<file path="src/rtl/hnhp_pkg.sv">
// Shared types and constants of the notification header parser.
`default_nettype none

package hnhp_pkg;

	// Frame layout.
	localparam int MAX_ADDRESS_BYTES = 4;
	localparam int DATE_TIME_BYTES   = 12;
	localparam int CHECK_BYTES       = 2;
	localparam int LINK_BYTES        = 3;
	localparam int INVOKE_BYTES      = 4;
	localparam logic [31:0] LENGTH_MASK = 32'h0000_07FF;

	// Queue between the front and back parts.
	localparam int QUEUE_DEPTH = 4;
	localparam int QUEUE_AW    = $clog2(QUEUE_DEPTH);
	localparam int QUEUE_CW    = $clog2(QUEUE_DEPTH + 1);

	typedef enum logic [3:0] {
		PH_IDLE   = 4'd0,
		PH_FMT1   = 4'd1,
		PH_FMT2   = 4'd2,
		PH_DEST   = 4'd3,
		PH_SRC    = 4'd4,
		PH_CTRL   = 4'd5,
		PH_CHECK  = 4'd6,
		PH_LINK   = 4'd7,
		PH_TAG    = 4'd8,
		PH_INVOKE = 4'd9,
		PH_DTFLAG = 4'd10,
		PH_DT     = 4'd11,
		PH_BODY   = 4'd12
	} phase_t;

	typedef enum logic [3:0] {
		KIND_LENGTH    = 4'd0,
		KIND_DEST_ADDR = 4'd1,
		KIND_SRC_ADDR  = 4'd2,
		KIND_CONTROL   = 4'd3,
		KIND_TAG       = 4'd4,
		KIND_INVOKE_ID = 4'd5,
		KIND_DATE_TIME = 4'd6,
		KIND_BODY      = 4'd7,
		KIND_ADDR_ERR  = 4'd8
	} kind_t;

	// Classified field as the front part hands it on. The count is the
	// address length or the date-time position, depending on the kind.
	typedef struct packed {
		kind_t       kind;
		logic [31:0] acc;
		logic [3:0]  cnt;
	} rec_t;

	typedef struct packed {
		logic push;
		rec_t rec;
	} queue_wr_t;

	typedef struct packed {
		logic valid;
		rec_t rec;
	} queue_rd_t;

endpackage

`default_nettype wire

</file>
<file path="src/rtl/hnhp_ifs.sv">
// Handshake interfaces for the frame byte channel and the result channel.
`default_nettype none

interface hnhp_frame_if;
	logic       valid;
	logic       ready;
	logic [7:0] data_byte;
	logic       frame_start;

	modport source (output valid, output data_byte, output frame_start, input ready);
	modport sink (input valid, input data_byte, input frame_start, output ready);
endinterface

interface hnhp_result_if;
	logic        valid;
	logic        ready;
	logic [3:0]  kind;
	logic [31:0] value;
	logic [2:0]  address_bytes;
	logic [3:0]  byte_index;

	modport source (output valid, output kind, output value, output address_bytes,
		output byte_index, input ready);
	modport sink (input valid, input kind, input value, input address_bytes,
		input byte_index, output ready);
endinterface

`default_nettype wire

</file>
<file path="src/rtl/hnhp_front.sv">
// Front part: byte-wise header state machine that classifies each word.
`default_nettype none

module hnhp_front
	import hnhp_pkg::*;
(
	input  wire logic      clk,
	input  wire logic      arst_n,
	input  wire logic      accept,
	input  wire logic [7:0] data_byte,
	input  wire logic      frame_start,
	output queue_wr_t      wr
);

	phase_t      phase_q, phase_n;
	logic [3:0]  cnt_q, cnt_n;
	logic [31:0] acc_q, acc_n;
	logic [3:0]  cnt_inc;
	logic [31:0] acc_shift;
	logic [31:0] byte_ext;

	assign cnt_inc   = cnt_q + 4'd1;
	assign acc_shift = {acc_q[23:0], data_byte};
	assign byte_ext  = {24'd0, data_byte};

	always_ff @(posedge clk or negedge arst_n) begin
		if (!arst_n) begin
			phase_q <= PH_IDLE;
			cnt_q   <= 4'd0;
			acc_q   <= 32'd0;
		end else if (accept) begin
			phase_q <= phase_n;
			cnt_q   <= cnt_n;
			acc_q   <= acc_n;
		end
	end

	always_comb begin
		phase_n     = phase_q;
		cnt_n       = cnt_q;
		acc_n       = acc_q;
		wr.push     = 1'b0;
		wr.rec.kind = KIND_BODY;
		wr.rec.acc  = byte_ext;
		wr.rec.cnt  = 4'd0;

		if (frame_start) begin
			phase_n = PH_FMT1;
			cnt_n   = 4'd0;
			acc_n   = 32'd0;
		end else begin
			case (phase_q)
				PH_FMT1: begin
					acc_n   = byte_ext;
					phase_n = PH_FMT2;
				end
				PH_FMT2: begin
					wr.push     = accept;
					wr.rec.kind = KIND_LENGTH;
					wr.rec.acc  = acc_shift;
					phase_n     = PH_DEST;
					cnt_n       = 4'd0;
					acc_n       = 32'd0;
				end
				PH_DEST, PH_SRC: begin
					acc_n = acc_shift;
					cnt_n = cnt_inc;
					if (data_byte[0]) begin
						wr.push     = accept;
						wr.rec.kind = (phase_q == PH_DEST) ? KIND_DEST_ADDR : KIND_SRC_ADDR;
						wr.rec.acc  = acc_shift;
						wr.rec.cnt  = cnt_inc;
						phase_n     = (phase_q == PH_DEST) ? PH_SRC : PH_CTRL;
						cnt_n       = 4'd0;
						acc_n       = 32'd0;
					end else if (cnt_inc >= 4'(MAX_ADDRESS_BYTES)) begin
						// No terminating bit: report and wait for the next frame.
						wr.push     = accept;
						wr.rec.kind = KIND_ADDR_ERR;
						wr.rec.acc  = 32'd0;
						phase_n     = PH_IDLE;
						cnt_n       = 4'd0;
						acc_n       = 32'd0;
					end
				end
				PH_CTRL: begin
					wr.push     = accept;
					wr.rec.kind = KIND_CONTROL;
					phase_n     = PH_CHECK;
					cnt_n       = 4'd0;
					acc_n       = 32'd0;
				end
				PH_CHECK: begin
					cnt_n = cnt_inc;
					if (cnt_inc >= 4'(CHECK_BYTES)) begin
						phase_n = PH_LINK;
						cnt_n   = 4'd0;
						acc_n   = 32'd0;
					end
				end
				PH_LINK: begin
					cnt_n = cnt_inc;
					if (cnt_inc >= 4'(LINK_BYTES)) begin
						phase_n = PH_TAG;
						cnt_n   = 4'd0;
						acc_n   = 32'd0;
					end
				end
				PH_TAG: begin
					wr.push     = accept;
					wr.rec.kind = KIND_TAG;
					phase_n     = PH_INVOKE;
					cnt_n       = 4'd0;
					acc_n       = 32'd0;
				end
				PH_INVOKE: begin
					acc_n = acc_shift;
					cnt_n = cnt_inc;
					if (cnt_inc >= 4'(INVOKE_BYTES)) begin
						wr.push     = accept;
						wr.rec.kind = KIND_INVOKE_ID;
						wr.rec.acc  = acc_shift;
						phase_n     = PH_DTFLAG;
						cnt_n       = 4'd0;
						acc_n       = 32'd0;
					end
				end
				PH_DTFLAG: begin
					phase_n = (data_byte != 8'd0) ? PH_DT : PH_BODY;
					cnt_n   = 4'd0;
					acc_n   = 32'd0;
				end
				PH_DT: begin
					wr.push     = accept;
					wr.rec.kind = KIND_DATE_TIME;
					wr.rec.cnt  = cnt_q;
					cnt_n       = cnt_inc;
					if (cnt_inc >= 4'(DATE_TIME_BYTES)) begin
						phase_n = PH_BODY;
						cnt_n   = 4'd0;
						acc_n   = 32'd0;
					end
				end
				PH_BODY: begin
					wr.push     = accept;
					wr.rec.kind = KIND_BODY;
				end
				default: begin
					phase_n = PH_IDLE;
					cnt_n   = 4'd0;
					acc_n   = 32'd0;
				end
			endcase
		end
	end

endmodule

`default_nettype wire

</file>
<file path="src/rtl/hnhp_queue.sv">
// Short first-in first-out queue between the front and back parts.
`default_nettype none

module hnhp_queue
	import hnhp_pkg::*;
(
	input  wire logic      clk,
	input  wire logic      arst_n,
	input  wire queue_wr_t wr,
	input  wire logic      pop,
	output queue_rd_t      rd,
	output logic           full
);

	rec_t                mem [QUEUE_DEPTH];
	logic [QUEUE_AW-1:0] wr_ptr_q;
	logic [QUEUE_AW-1:0] rd_ptr_q;
	logic [QUEUE_CW-1:0] count_q;
	logic                do_pop;

	assign full     = (count_q == QUEUE_CW'(QUEUE_DEPTH));
	assign rd.valid = (count_q != '0);
	assign rd.rec   = mem[rd_ptr_q];
	assign do_pop   = pop && rd.valid;

	always_ff @(posedge clk) begin
		if (wr.push) begin
			mem[wr_ptr_q] <= wr.rec;
		end
	end

	always_ff @(posedge clk or negedge arst_n) begin
		if (!arst_n) begin
			wr_ptr_q <= '0;
			rd_ptr_q <= '0;
			count_q  <= '0;
		end else begin
			if (wr.push) begin
				wr_ptr_q <= (wr_ptr_q == QUEUE_AW'(QUEUE_DEPTH - 1)) ? '0 : wr_ptr_q + 1'b1;
			end
			if (do_pop) begin
				rd_ptr_q <= (rd_ptr_q == QUEUE_AW'(QUEUE_DEPTH - 1)) ? '0 : rd_ptr_q + 1'b1;
			end
			if (wr.push && !do_pop) begin
				count_q <= count_q + 1'b1;
			end else if (do_pop && !wr.push) begin
				count_q <= count_q - 1'b1;
			end
		end
	end

endmodule

`default_nettype wire

</file>
<file path="src/rtl/hnhp_back.sv">
// Back part: formats queued fields into result words and holds the output register.
`default_nettype none

module hnhp_back
	import hnhp_pkg::*;
(
	input  wire logic      clk,
	input  wire logic      arst_n,
	input  wire queue_rd_t rd,
	output logic           pop,
	hnhp_result_if.source  result
);

	logic        valid_q;
	logic [3:0]  kind_q;
	logic [31:0] value_q;
	logic [2:0]  abytes_q;
	logic [3:0]  index_q;
	logic [31:0] value_f;
	logic [2:0]  abytes_f;
	logic [3:0]  index_f;

	assign pop = rd.valid && (!valid_q || result.ready);

	always_comb begin
		value_f  = rd.rec.acc;
		abytes_f = 3'd0;
		index_f  = 4'd0;
		case (rd.rec.kind)
			KIND_LENGTH:                   value_f  = rd.rec.acc & LENGTH_MASK;
			KIND_DEST_ADDR, KIND_SRC_ADDR: abytes_f = rd.rec.cnt[2:0];
			KIND_DATE_TIME:                index_f  = rd.rec.cnt;
			KIND_ADDR_ERR:                 value_f  = 32'd0;
			default:                       value_f  = rd.rec.acc;
		endcase
	end

	always_ff @(posedge clk or negedge arst_n) begin
		if (!arst_n) begin
			valid_q <= 1'b0;
		end else if (!valid_q || result.ready) begin
			valid_q <= rd.valid;
		end
	end

	always_ff @(posedge clk) begin
		if (pop) begin
			kind_q   <= rd.rec.kind;
			value_q  <= value_f;
			abytes_q <= abytes_f;
			index_q  <= index_f;
		end
	end

	assign result.valid         = valid_q;
	assign result.kind          = kind_q;
	assign result.value         = value_q;
	assign result.address_bytes = abytes_q;
	assign result.byte_index    = index_q;

endmodule

`default_nettype wire

</file>
<file path="src/rtl/hdlc_notification_header_parser.sv">
// Top level of the notification frame header parser.
`default_nettype none

// Channel  Role    Word contents
// -------  ------  --------------------------------------------------
// frame    sink    data_byte (8), frame_start (1)
// result   source  kind (4), value (32), address_bytes (3), byte_index (4)
//
// One frame word is taken every cycle while the four-entry queue has room;
// the byte-wide header state machine in the front part sets that rate.
// A result word passes through a queue entry and then the output register.
// Reset clears the parse phase, the queue pointers and the output valid.
// A stalled result channel fills the queue, and frame.ready then drops
// until the output register moves again.

module hdlc_notification_header_parser
	import hnhp_pkg::*;
(
	input  wire logic     clk,
	input  wire logic     arst_n,
	hnhp_frame_if.sink    frame,
	hnhp_result_if.source result
);

	queue_wr_t wr;
	queue_rd_t rd;
	logic      pop;
	logic      full;
	logic      accept;

	// The front part stalls only when the queue is full.
	assign frame.ready = !full;
	assign accept      = frame.valid && frame.ready;

	hnhp_front u_front (
		.clk         (clk),
		.arst_n      (arst_n),
		.accept      (accept),
		.data_byte   (frame.data_byte),
		.frame_start (frame.frame_start),
		.wr          (wr)
	);

	hnhp_queue u_queue (
		.clk    (clk),
		.arst_n (arst_n),
		.wr     (wr),
		.pop    (pop),
		.rd     (rd),
		.full   (full)
	);

	hnhp_back u_back (
		.clk    (clk),
		.arst_n (arst_n),
		.rd     (rd),
		.pop    (pop),
		.result (result)
	);

endmodule

`default_nettype wire
</file>
<file path="src/flat_wrapper.sv">
// flat-port wrapper written by rule: the top's interface ports become plain ports
module hdlc_notification_header_parser_flat import hnhp_pkg::*;
  (clk, arst_n, frame_valid, frame_data_byte, frame_frame_start, frame_ready, result_valid, result_kind, result_value, result_address_bytes, result_byte_index, result_ready);
  hnhp_frame_if frame_i ();
  hnhp_result_if result_i ();
  input  wire logic clk;
  input  wire logic arst_n;
  input wire logic [$bits(frame_i.valid)-1:0] frame_valid;
  input wire logic [$bits(frame_i.data_byte)-1:0] frame_data_byte;
  input wire logic [$bits(frame_i.frame_start)-1:0] frame_frame_start;
  output wire logic [$bits(frame_i.ready)-1:0] frame_ready;
  output wire logic [$bits(result_i.valid)-1:0] result_valid;
  output wire logic [$bits(result_i.kind)-1:0] result_kind;
  output wire logic [$bits(result_i.value)-1:0] result_value;
  output wire logic [$bits(result_i.address_bytes)-1:0] result_address_bytes;
  output wire logic [$bits(result_i.byte_index)-1:0] result_byte_index;
  input wire logic [$bits(result_i.ready)-1:0] result_ready;
  assign frame_i.valid = frame_valid;
  assign frame_i.data_byte = frame_data_byte;
  assign frame_i.frame_start = frame_frame_start;
  assign frame_ready = frame_i.ready;
  assign result_valid = result_i.valid;
  assign result_kind = result_i.kind;
  assign result_value = result_i.value;
  assign result_address_bytes = result_i.address_bytes;
  assign result_byte_index = result_i.byte_index;
  assign result_i.ready = result_ready;
  hdlc_notification_header_parser u_core (.clk(clk), .arst_n(arst_n), .frame(frame_i), .result(result_i));
endmodule
</file>
<file path="config.mk">
export PLATFORM = sky130hd
export DESIGN_NAME = hdlc_notification_header_parser_flat
export DESIGN_NICKNAME = d
export VERILOG_FILES = /design/src/rtl/hnhp_pkg.sv /design/src/rtl/hnhp_ifs.sv /design/src/rtl/hnhp_front.sv /design/src/rtl/hnhp_queue.sv /design/src/rtl/hnhp_back.sv /design/src/rtl/hdlc_notification_header_parser.sv /design/src/flat_wrapper.sv
export SDC_FILE = /design/constraint.sdc
export NUM_CORES = 1
export LEC_CHECK = 0
export BUFFER_PORTS_ARGS = -buffer_cell sky130_fd_sc_hd__clkbuf_2
export CAP_MARGIN = 20
export CORE_ASPECT_RATIO = 1.75
export CORE_MARGIN = 2
export CORE_UTILIZATION = 49
export DETAILED_ROUTE_END_ITERATION = 8
export GPL_ROUTABILITY_DRIVEN = 0
export GPL_TIMING_DRIVEN = 0
export PLACE_DENSITY_LB_ADDON = 0.05
export SLEW_MARGIN = 10
export SYNTH_ARGS = -nofsm -noshare
export SYNTH_HDL_FRONTEND = slang
export SYNTH_SLANG_ARGS = --single-unit
</file>
<file path="constraint.sdc">
create_clock -name clk -period 7.9 [get_ports clk]
set_clock_uncertainty 0.05 [all_clocks]
set_input_delay 0.79 -clock clk [delete_from_list [all_inputs] [get_ports clk]]
set_output_delay 0.79 -clock clk [all_outputs]
set_load 0.02 [all_outputs]
</file>
==> results.toml, run 1 <==
[run_status]
status = "finished, final reports clean"

[synth]
synth_area_leaders = "edfxtp_1, dfrtp_1, mux4_2, and2_1, nor2b_1"
synthesis.nets = 671
synth_area_sq_um = 10320
synth_ff_type = "edfxtp_1"
ys_async_sr_fraction_pct = 16.46
ys_warn_count = 0
synth_enable_flop_cells = 203
netlist.area_leader.share_pct = 59.08
yosysSeqAreaShare_pct = 68.78
postSynthCellCount = 648
synth_top_area_cell = "edfxtp_1"
ys_seq_elements = 243
synthDistinctLibCells = 67
syn_avg_cell_area_sq_um = 15.92

[sta]
fin_ws_ps = 4696
min_period_over_period_pct = 40.55
setup_viol = 0
fin_tns_setup_ps = 0
hold_violations = 0
worst_pin_slew_ps = 947.8
fin_hold_ws_ps = 130.2
fmax_ghz = 0.3122
maxSlewViolCount = 0
fin_crit_ps = 3204
slew-limit-headroom_pct = 36.27
rsz0062_at_grt = "no"

[route]
wire_per_inst_um = 21.05
firstDrtPassIters = 4
vias = 5748
postRouteAntennaNets = 0
drt-initial-drc-count = 355
wl_met1_um = 8046
drc = 0
routed_wl_um = 21080
wl_met3_um = 788
via_per_inst = 5.742
wl_met2_um = 11660
topRoutingLayerUsed = "met4"

[layout]
drive_gt1_share_pct = 24.57
nFillCells = 1641
mostFrequentLayoutCell = "edfxtp_1"
multi_input_area_sq_um = 2994
regArea_sq_um = 7097
area_growth_pct = 14.38
n_antenna_cell = 0
final_cell_mix = "edfxtp_1, clkbuf_2, nand2_1"
final_net_count = 757

[clocking]
post_cts_buffers = 0
ctsHtreeMaxLevel = 1
cts_tree = "done"
cts_inserted_buffers = 22
cts_root_buffer = "clkbuf_16"
hold_buffers = 0
clock-sinks = 243
path_clk_slew_ps = 60
clk_latency_ps = 500
cts_resized = 0
clockBufferDepth = 3

[floorplan]
design.die.area_sq_um = 22280
num_rows = 70
die_w_um = 113.7
die_h_um = 196.0
core_sq_um = 20760
pin_count = 58
start_util_pct = 49.70

[worst_setup_path]
crit_buf_inv = 2
critical_path.endpoint_type = "flop"
path_class = "flop to flop"
cp.arrival_ps = 3580
critPathSlowestCell = "dfrtp_1"
worstPathCellList = "ha_1 -> buf_2 -> nor3_1 -> a41o_1 -> a221oi_2 -> ha_1 -> inv_1 -> fa_1 -> xor2_1 -> nor2_1 -> xor2_1"
worst_ep_required_time_ps = 8270
max_stage_delay_ps = 540
crit_family = "adder cells"
crit_fanout = 10
worstSetupStartpointType = "flop"

[hold_path]
hold_class = "primary input to asynchronous set/reset pin"

[power_and_ir_drop]
irDropWorstVdd_mv = 0.1826
leakage_nw = 4.294
powerDensity_nw_per_um2 = 342.8

[place]
pre_cts_ws_ps = 4642
hpwlAfterDp_um = 14630
port-buffer-count = 56

[global_routing]
antenna_found_initial = 0
grt_util_all_layers_pct = 19.84
grt_overflow = 0
grt_max_degree = 41
grt_pass1_wl_um = 34180
grt_pass1_vias = 6143

[job]
drv_cap = 0
-- per-stage QoR --
stage | cells | area [sq um] | util (%) | power [mW]
2_1_floorplan | 648 | 10320 | - | 2.623
3_3_place_gp | 956 | 10910 | 52.57 | 2.959
3_5_place_dp | 961 | 11030 | 53.13 | 2.996
4_1_cts | 1000 | 11780 | 56.76 | 4.095
5_1_grt | 1001 | 11800 | 56.85 | 4.261
6_report | 1001 | 11800 | 56.85 | 4.045
-- flip-flops by register name (all words and copies together), names as in the netlist --
| signal | flops |
|---|---|
| u_core.u_queue.mem | 160 |
| u_core.u_back.result.value | 32 |
| u_core.u_front.acc_q | 24 |
| u_core.u_back.result.byte_index | 4 |
| u_core.u_back.result.kind | 4 |
| u_core.u_front.cnt_q | 4 |
| u_core.u_front.phase_q | 4 |
| u_core.u_back.result.address_bytes | 3 |
| u_core.u_queue.count_q | 3 |
| u_core.u_queue.rd_ptr_q | 2 |
| u_core.u_queue.wr_ptr_q | 2 |
| u_core.u_back.result.valid | 1 |
-- metal layers --
| metal | global-route usage [%] | vias to the layer above |
|---|---|---|
| met4 | 6.549 | 0 |
| met1 | 23.95 | 2920 |
| met2 | 36.66 | 141 |
| met5 | 0 | - |
| li1 | - | 2647 |
| met3 | 2.286 | 40 |
-- layout make-up --
type                    instances  share of cell area, %
well taps                     252                  2.672
multi-input cells             350                  25.37
clock inverters                11                  1.081
plain buffers                  43                  1.675
repair buffers                 62                  3.393
clock buffers                  28                  5.291
flip-flops and latches        243                  60.14
inverters                      12                 0.3817
-- cell families after synthesis --
logic type	share of synthesized area, %
simple gates	9.605
buf+inv	2.353
fa+ha+maj	1.285
mux	9.568
compound gates	7.640
xor+xnor	0.7640
flops	68.78
-- final timing paths --
check	start	to	slack (ps)	cells past startpoint
max	u_core.u_front.cnt_q[1]$_DFFE_PN0P_	u_core.u_queue.count_q[2]$_DFFE_PN0P_	4700	11
min	arst_n	u_core.u_front.cnt_q[2]$_DFFE_PN0P_	130	1
max reg2reg	u_core.u_front.cnt_q[1]$_DFFE_PN0P_	u_core.u_queue.count_q[2]$_DFFE_PN0P_	4700	11
min reg2reg	u_core.u_queue.count_q[2]$_DFFE_PN0P_	u_core.u_queue.count_q[2]$_DFFE_PN0P_	440	1
max in group asynchronous	arst_n	u_core.u_front.acc_q[16]$_DFFE_PN0P_	7190	2
min in group clk	result_ready	u_core.u_back.result.valid$_DFFE_PN0N_	430	2
-- Yosys cell counts (2+ instances only) --
master / instances
nor2b_1: 39
nor2_2: 2
and2_1: 41
or3_1: 3
or4_1: 2
nand3b_1: 4
o21ai_0: 29
a22o_1: 3
nor2_1: 18
nand3_1: 3
dfrtp_1: 40
o211ai_1: 3
nor3_1: 4
nand2b_1: 3
xnor2_1: 5
o31ai_2: 10
buf_6: 2
nand2_1: 45
o22ai_1: 4
mux2i_1: 3
and3b_1: 2
mux4_2: 40
buf_1: 3
inv_1: 11
mux2_2: 5
a31oi_1: 3
a211o_1: 2
clkbuf_1: 23
xor2_1: 4
o21ai_1: 8
ha_1: 9
a21oi_1: 5
o31ai_1: 17
buf_2: 14
a22oi_1: 4
edfxtp_1: 203
o2111ai_1: 2
-- where the power goes --
part	switching [mW]	internal, mW	total (mW)
clock	0.442	0.655	1.10
sequential	0.0758	1.64	1.72
combinational	0.735	0.494	1.23
No activity file was read; power rests on OpenSTA's default activity.
==> run 2, diff against run 1 <==
==> constraint.sdc (replaced) <==
create_clock -name clk -period 2.8 [get_ports clk]
set_clock_uncertainty 0.05 [all_clocks]
set_input_delay 0.28 -clock clk [delete_from_list [all_inputs] [get_ports clk]]
set_output_delay 0.28 -clock clk [all_outputs]
set_load 0.02 [all_outputs]
==> results.toml, run 2 (synthesis results as in run 1) <==
[power_and_ir_drop]
p_int_mw = 7.866
powerDensity_nw_per_um2 = 952.1
seq_power_share_pct = 42.3
p_switching_mw = 3.605
irDropWorstVdd_mv = 0.5056
switching_share_pct = 31.43
leakage_nw = 4.402
clkPwrFrac_pct = 26.8
comb_power_share_pct = 30.9

[clocking]
cts_root_buffer = "clkbuf_16"
clock-sinks = 243
clockBufferDepth = 3
clk_latency_ps = 510
path_clk_slew_ps = 60
ctsHtreeMaxLevel = 1
cts_tree = "done"
cts_inserted_buffers = 23

[layout]
mostFrequentLayoutCell = "edfxtp_1"
largest_register_ffs = 160
n_antenna_cell = 0
nFillCells = 1658
final_cell_mix = "edfxtp_1, clkbuf_2, nand2_1"
final_net_count = 778
regMostFlops = "u_core.u_queue.mem"
drive_gt1_share_pct = 27.50
area_growth_pct = 16.78

[worst_setup_path]
worstSetupStartpointType = "flop"
worst_ep_required_time_ps = 2950
crit_fanout = 22
timing.rr.end = "u_core.u_queue.mem[0][26]$_DFFE_PP_"
cpMostUsedCell = "buf_4"
cp.depth = 8
crit_start = "u_core.u_front.cnt_q[3]$_DFFE_PN0P_"
crit_family = "compound AO/OA/AOI/OAI gates"
cp.arrival_ps = 2860
worstPathCellList = "buf_6 -> nand3b_1 -> a41o_4 -> a221oi_4 -> buf_4 -> buf_4 -> and2_4 -> buf_12"
path_class = "flop to flop"
reg2regPathDepth = 8
critPathSlowestCell = "dfrtp_1"
r2r_setup_slack_ps = 90
reg2reg_from = "u_core.u_front.cnt_q[3]$_DFFE_PN0P_"
max_stage_delay_ps = 390
critical_path.endpoint_type = "flop"
crit_buf_inv = 4
critical_path.endpoint = "u_core.u_queue.mem[0][26]$_DFFE_PP_"

[hold_path]
worstHoldStart = "frame_data_byte[5]"
hold_class = "primary input to flop"

[floorplan]
design.die.area_sq_um = 22280
die_w_um = 113.7
die_h_um = 196.0
num_rows = 70
core_sq_um = 20760
pin_count = 58
start_util_pct = 49.70

[global_routing]
grt_util_all_layers_pct = 19.61
antenna_found_initial = 0
grt_overflow = 0
grt_max_degree = 41
grt_pass1_vias = 6071
grt_pass1_wl_um = 33240

[route]
drc = 0
vias = 5880
firstDrtPassIters = 7
routed_wl_um = 21520
drt-initial-drc-count = 285
wire_per_inst_um = 21.03
postRouteAntennaNets = 0
via_per_inst = 5.748

[sta]
fin_ws_ps = 87.96
slew-limit-headroom_pct = 36.45
min_period_over_period_pct = 96.86
worst_pin_slew_ps = 945.1
fin_crit_ps = 2712
maxSlewViolCount = 0
fmax_ghz = 0.3687
setup_viol = 0
hold_violations = 0
fin_tns_setup_ps = 0

[job]
drv_cap = 0

[place]
pre_cts_ws_ps = -487.6
hpwlAfterDp_um = 14540
port-buffer-count = 56

[run_status]
status = "finished, final reports clean"
run 2: cell types whose count changed in the layout (fill, tap and decap cells not counted), sizes merged:
cell | before | now
inv | 12 | 14
dlygate4sd3 | 0 | 3
clkinv | 7 | 8
bufinv | 3 | 2
clkinvlp | 1 | 0
buf | 26 | 43
clkbuf | 107 | 108
run 2: area by class of cell:
cell class / instances / area [sq um] / area share, %
repair buffers: 82 / 561.8 / 4.662
flip-flops and latches: 243 / 7099 / 58.92
multi-input cells: 350 / 3060 / 25.40
well taps: 252 / 315.3 / 2.617
inverters: 12 / 45.04 / 0.3738
clock inverters: 12 / 117.6 / 0.9761
clock buffers: 29 / 628.1 / 5.213
plain buffers: 43 / 221.5 / 1.838
run 2: what timing repair did:
| action | in CTS | in global routing |
|---|---|---|
| buffers inserted | 4 | 13 |
| hold endpoints to repair | 42 | 0 |
| pin swaps | 1 | 7 |
| hold buffers | 3 | 0 |
| setup endpoints to repair | 197 | 161 |
| resized for setup | 9 | 21 |
run 2: worst min path at each step:
stage,slack (ps),end,cells past startpoint
6_report,30,u_core.u_front.acc_q[5]$_DFFE_PN0P_,3
5_1_grt,40,u_core.u_front.acc_q[4]$_DFFE_PN0P_,3
4_1_cts,20,u_core.u_front.acc_q[3]$_DFFE_PN0P_,3
3_5_place_dp,430,u_core.u_queue.count_q[2]$_DFFE_PN0P_,1
3_3_place_gp,420,u_core.u_queue.count_q[2]$_DFFE_PN0P_,1
2_1_floorplan,-70,u_core.u_back.result.valid$_DFFE_PN0N_,0
run 2: stage by stage:
stage | utilization, % | hold WS [ps] | area [sq um] | power, mW | std cells
after floorplan | - | -65.59 | 10330 | 7.395 | 648
after CTS | 57.15 | 16.91 | 11860 | 11.56 | 1009
final | 58.05 | 32.16 | 12050 | 11.47 | 1023
after global placement | 52.65 | 424.1 | 10930 | 8.330 | 956
after global routing | 58.05 | 35.06 | 12050 | 12.03 | 1023
after detailed placement | 53.13 | 428.9 | 11030 | 8.437 | 961
run 2: power groups by stage:
| stage | sequential (mW) | combinational (mW) | clock, mW |
|---|---|---|---|
| floorplan | 5.30 | 2.09 | 0 |
| global placement | 4.92 | 3.41 | 0 |
| detailed placement | 4.93 | 3.51 | 0 |
| CTS | 4.85 | 3.56 | 3.15 |
| global route | 4.91 | 3.85 | 3.27 |
| finish | 4.86 | 3.54 | 3.07 |
run 2: worst register-to-register path, stage by stage (launching register included):
cell and delay [ps]:
dfrtp_1 390, buf_6 130, nand3b_1 270, a41o_4 330
a221oi_4 350, buf_4 170, buf_4 100, and2_4 360
buf_12 240
run 2: metal layers:
metal	share of wire (%)	GRT usage (%)
met2	56	37.30
met5	0	0
met3	3.6	2.441
met1	38	22.73
met4	2.0	5.962
==> run 3, diff against run 2 <==
--- a/config.mk
+++ b/config.mk
@@ -13,7 +13,7 @@
 export DETAILED_ROUTE_END_ITERATION = 8
 export GPL_ROUTABILITY_DRIVEN = 0
 export GPL_TIMING_DRIVEN = 0
-export PLACE_DENSITY_LB_ADDON = 0.05
+export PLACE_DENSITY = 0.69
 export SLEW_MARGIN = 10
 export SYNTH_ARGS = -nofsm -noshare
 export SYNTH_HDL_FRONTEND = slang
==> results.toml, run 3 (synthesis results as in run 1) <==
[floorplan]
die_h_um = 196.0
num_rows = 70
design.die.area_sq_um = 22280
pin_count = 58
die_w_um = 113.7
core_sq_um = 20760
start_util_pct = 49.70

[clocking]
path_clk_slew_ps = 70
cts_root_buffer = "clkbuf_16"
clockBufferDepth = 3
cts_inserted_buffers = 21
cts_tree = "done"
ctsHtreeMaxLevel = 1
clk_latency_ps = 490
clock-sinks = 243

[layout]
mostFrequentLayoutCell = "edfxtp_1"
n_antenna_cell = 0
regArea_sq_um = 7098
drive_gt1_share_pct = 25.63
area_growth_pct = 13.97
largest_register_ffs = 160
final_cell_mix = "edfxtp_1, clkbuf_2, nand2_1"
regMostFlops = "u_core.u_queue.mem"
final_net_count = 762
nFillCells = 1617
fin_cells = 1005
utilization_pct = 56.65
multi_input_area_sq_um = 3050

[place]
dp.cells = 957
pre_cts_ws_ps = -618.5
hpwlAfterDp_um = 13710
port-buffer-count = 56

[route]
drt-initial-drc-count = 372
wire_per_inst_um = 20.76
firstDrtPassIters = 5
postRouteAntennaNets = 0
via_per_inst = 5.811
routed_wl_um = 20870
drc = 0
vias = 5840

[global_routing]
grt_pass1_vias = 6232
grt_max_degree = 41
grt_pass1_wl_um = 32890
grt_util_all_layers_pct = 18.98
antenna_found_initial = 0
grt_overflow = 0

[sta]
hold_violations = 0
slew-limit-headroom_pct = 39.70
fin_ws_ps = 80.91
min_period_over_period_pct = 97.11
fin_crit_ps = 2719
setup_viol = 0
worst_pin_slew_ps = 896.8
maxSlewViolCount = 0
fmax_ghz = 0.3678

[run_status]
status = "finished, final reports clean"

[hold_path]
worstHoldStart = "frame_data_byte[5]"
hold_class = "primary input to flop"

[worst_setup_path]
crit_fanout = 10
cp.arrival_ps = 3080
crit_start = "u_core.u_front.cnt_q[3]$_DFFE_PN0P_"
critical_path.endpoint_type = "flop"
reg2reg_from = "u_core.u_front.cnt_q[3]$_DFFE_PN0P_"
path_class = "flop to flop"
worstSetupStartpointType = "flop"
worst_ep_required_time_ps = 3160

[power_and_ir_drop]
powerDensity_nw_per_um2 = 939.3
leakage_nw = 4.259
power_mw = 11.04
irDropWorstVdd_mv = 0.4066

[job]
drv_cap = 0
## run 3: cell count changes in the layout (fill, tap and decap cells not counted), moves of 2 or more
cell       before  now
buf_4          18    7
buf_12          6    3
buf_6           6    3
buf_2           9   11
bufinv_16       2    0
clkbuf_1       25   27
clkbuf_16      23   21
clkbuf_2       56   58
clkbuf_4        1    3
clkinv_1        3    1
## run 3: what timing repair did
action | in CTS | in global routing
gates resized for setup | 11 | 13
setup buffers | 2 | 5
pin swaps | 1 | 2
hold buffers | 3 | 0
endpoints found under the setup margin | 202 | 212
hold endpoints to repair | 42 | 0
cloned | 0 | 0
## run 3: report_power, final
part           switching [mW]  total (mW)  leakage, nW  internal, mW
logic                    2.09        3.51         1.47          1.42
clock network            1.23        2.68        0.303          1.45
registers               0.220        4.86         2.48          4.64
## run 3: through the flow
step | area, sq um | hold WS, ps | TNS, ps
floorplan | 10330 | -65.59 | 0
global placement | 10930 | 421.6 | -93030
detailed placement | 10950 | 438.6 | -98070
CTS | 11640 | 0.07794 | 0
global route | 11760 | 11.86 | -7.062
finish | 11760 | 16.14 | 0
## run 3: worst max-delay path, stage by stage, from the launching register on
cell and delay [ps]:
dfrtp_1 380, buf_2 180, nand3b_1 240, a41o_4 370
a221oi_4 300, ha_2 250, inv_1 50, fa_1 370
xor2_1 170, nor2_1 110, xor2_1 170
## run 3: cell type report
type | count | area share (%)
Sequential cell | 243 | 60.36
Clock inverter | 7 | 0.3405
Inverter | 12 | 0.3831
Buffer | 43 | 1.830
Clock buffer | 30 | 4.927
Timing Repair Buffer | 68 | 3.533
Tap cell | 252 | 2.681
Multi-Input combinational cell | 350 | 25.94
## run 3: worst paths after layout
check                                                   endpoint  slack (ps)  cells after the start
max                        u_core.u_queue.count_q[2]$_DFFE_PN0P_          80                     10
min                          u_core.u_front.acc_q[5]$_DFFE_PN0P_          20                      3
max reg2reg                u_core.u_queue.count_q[2]$_DFFE_PN0P_          80                     10
min reg2reg                u_core.u_queue.count_q[2]$_DFFE_PN0P_         450                      1
max in group asynchronous  u_core.u_queue.count_q[1]$_DFFE_PN0P_        2070                      3
min in group asynchronous    u_core.u_front.cnt_q[3]$_DFFE_PN0P_         150                      2
## run 3: layer usage
layer / track usage, % / routed length, um
met2: 35.24 / 11580
met3: 2.286 / 920
met5: 0 / 0
met1: 21.91 / 7730
met4: 7.859 / 641
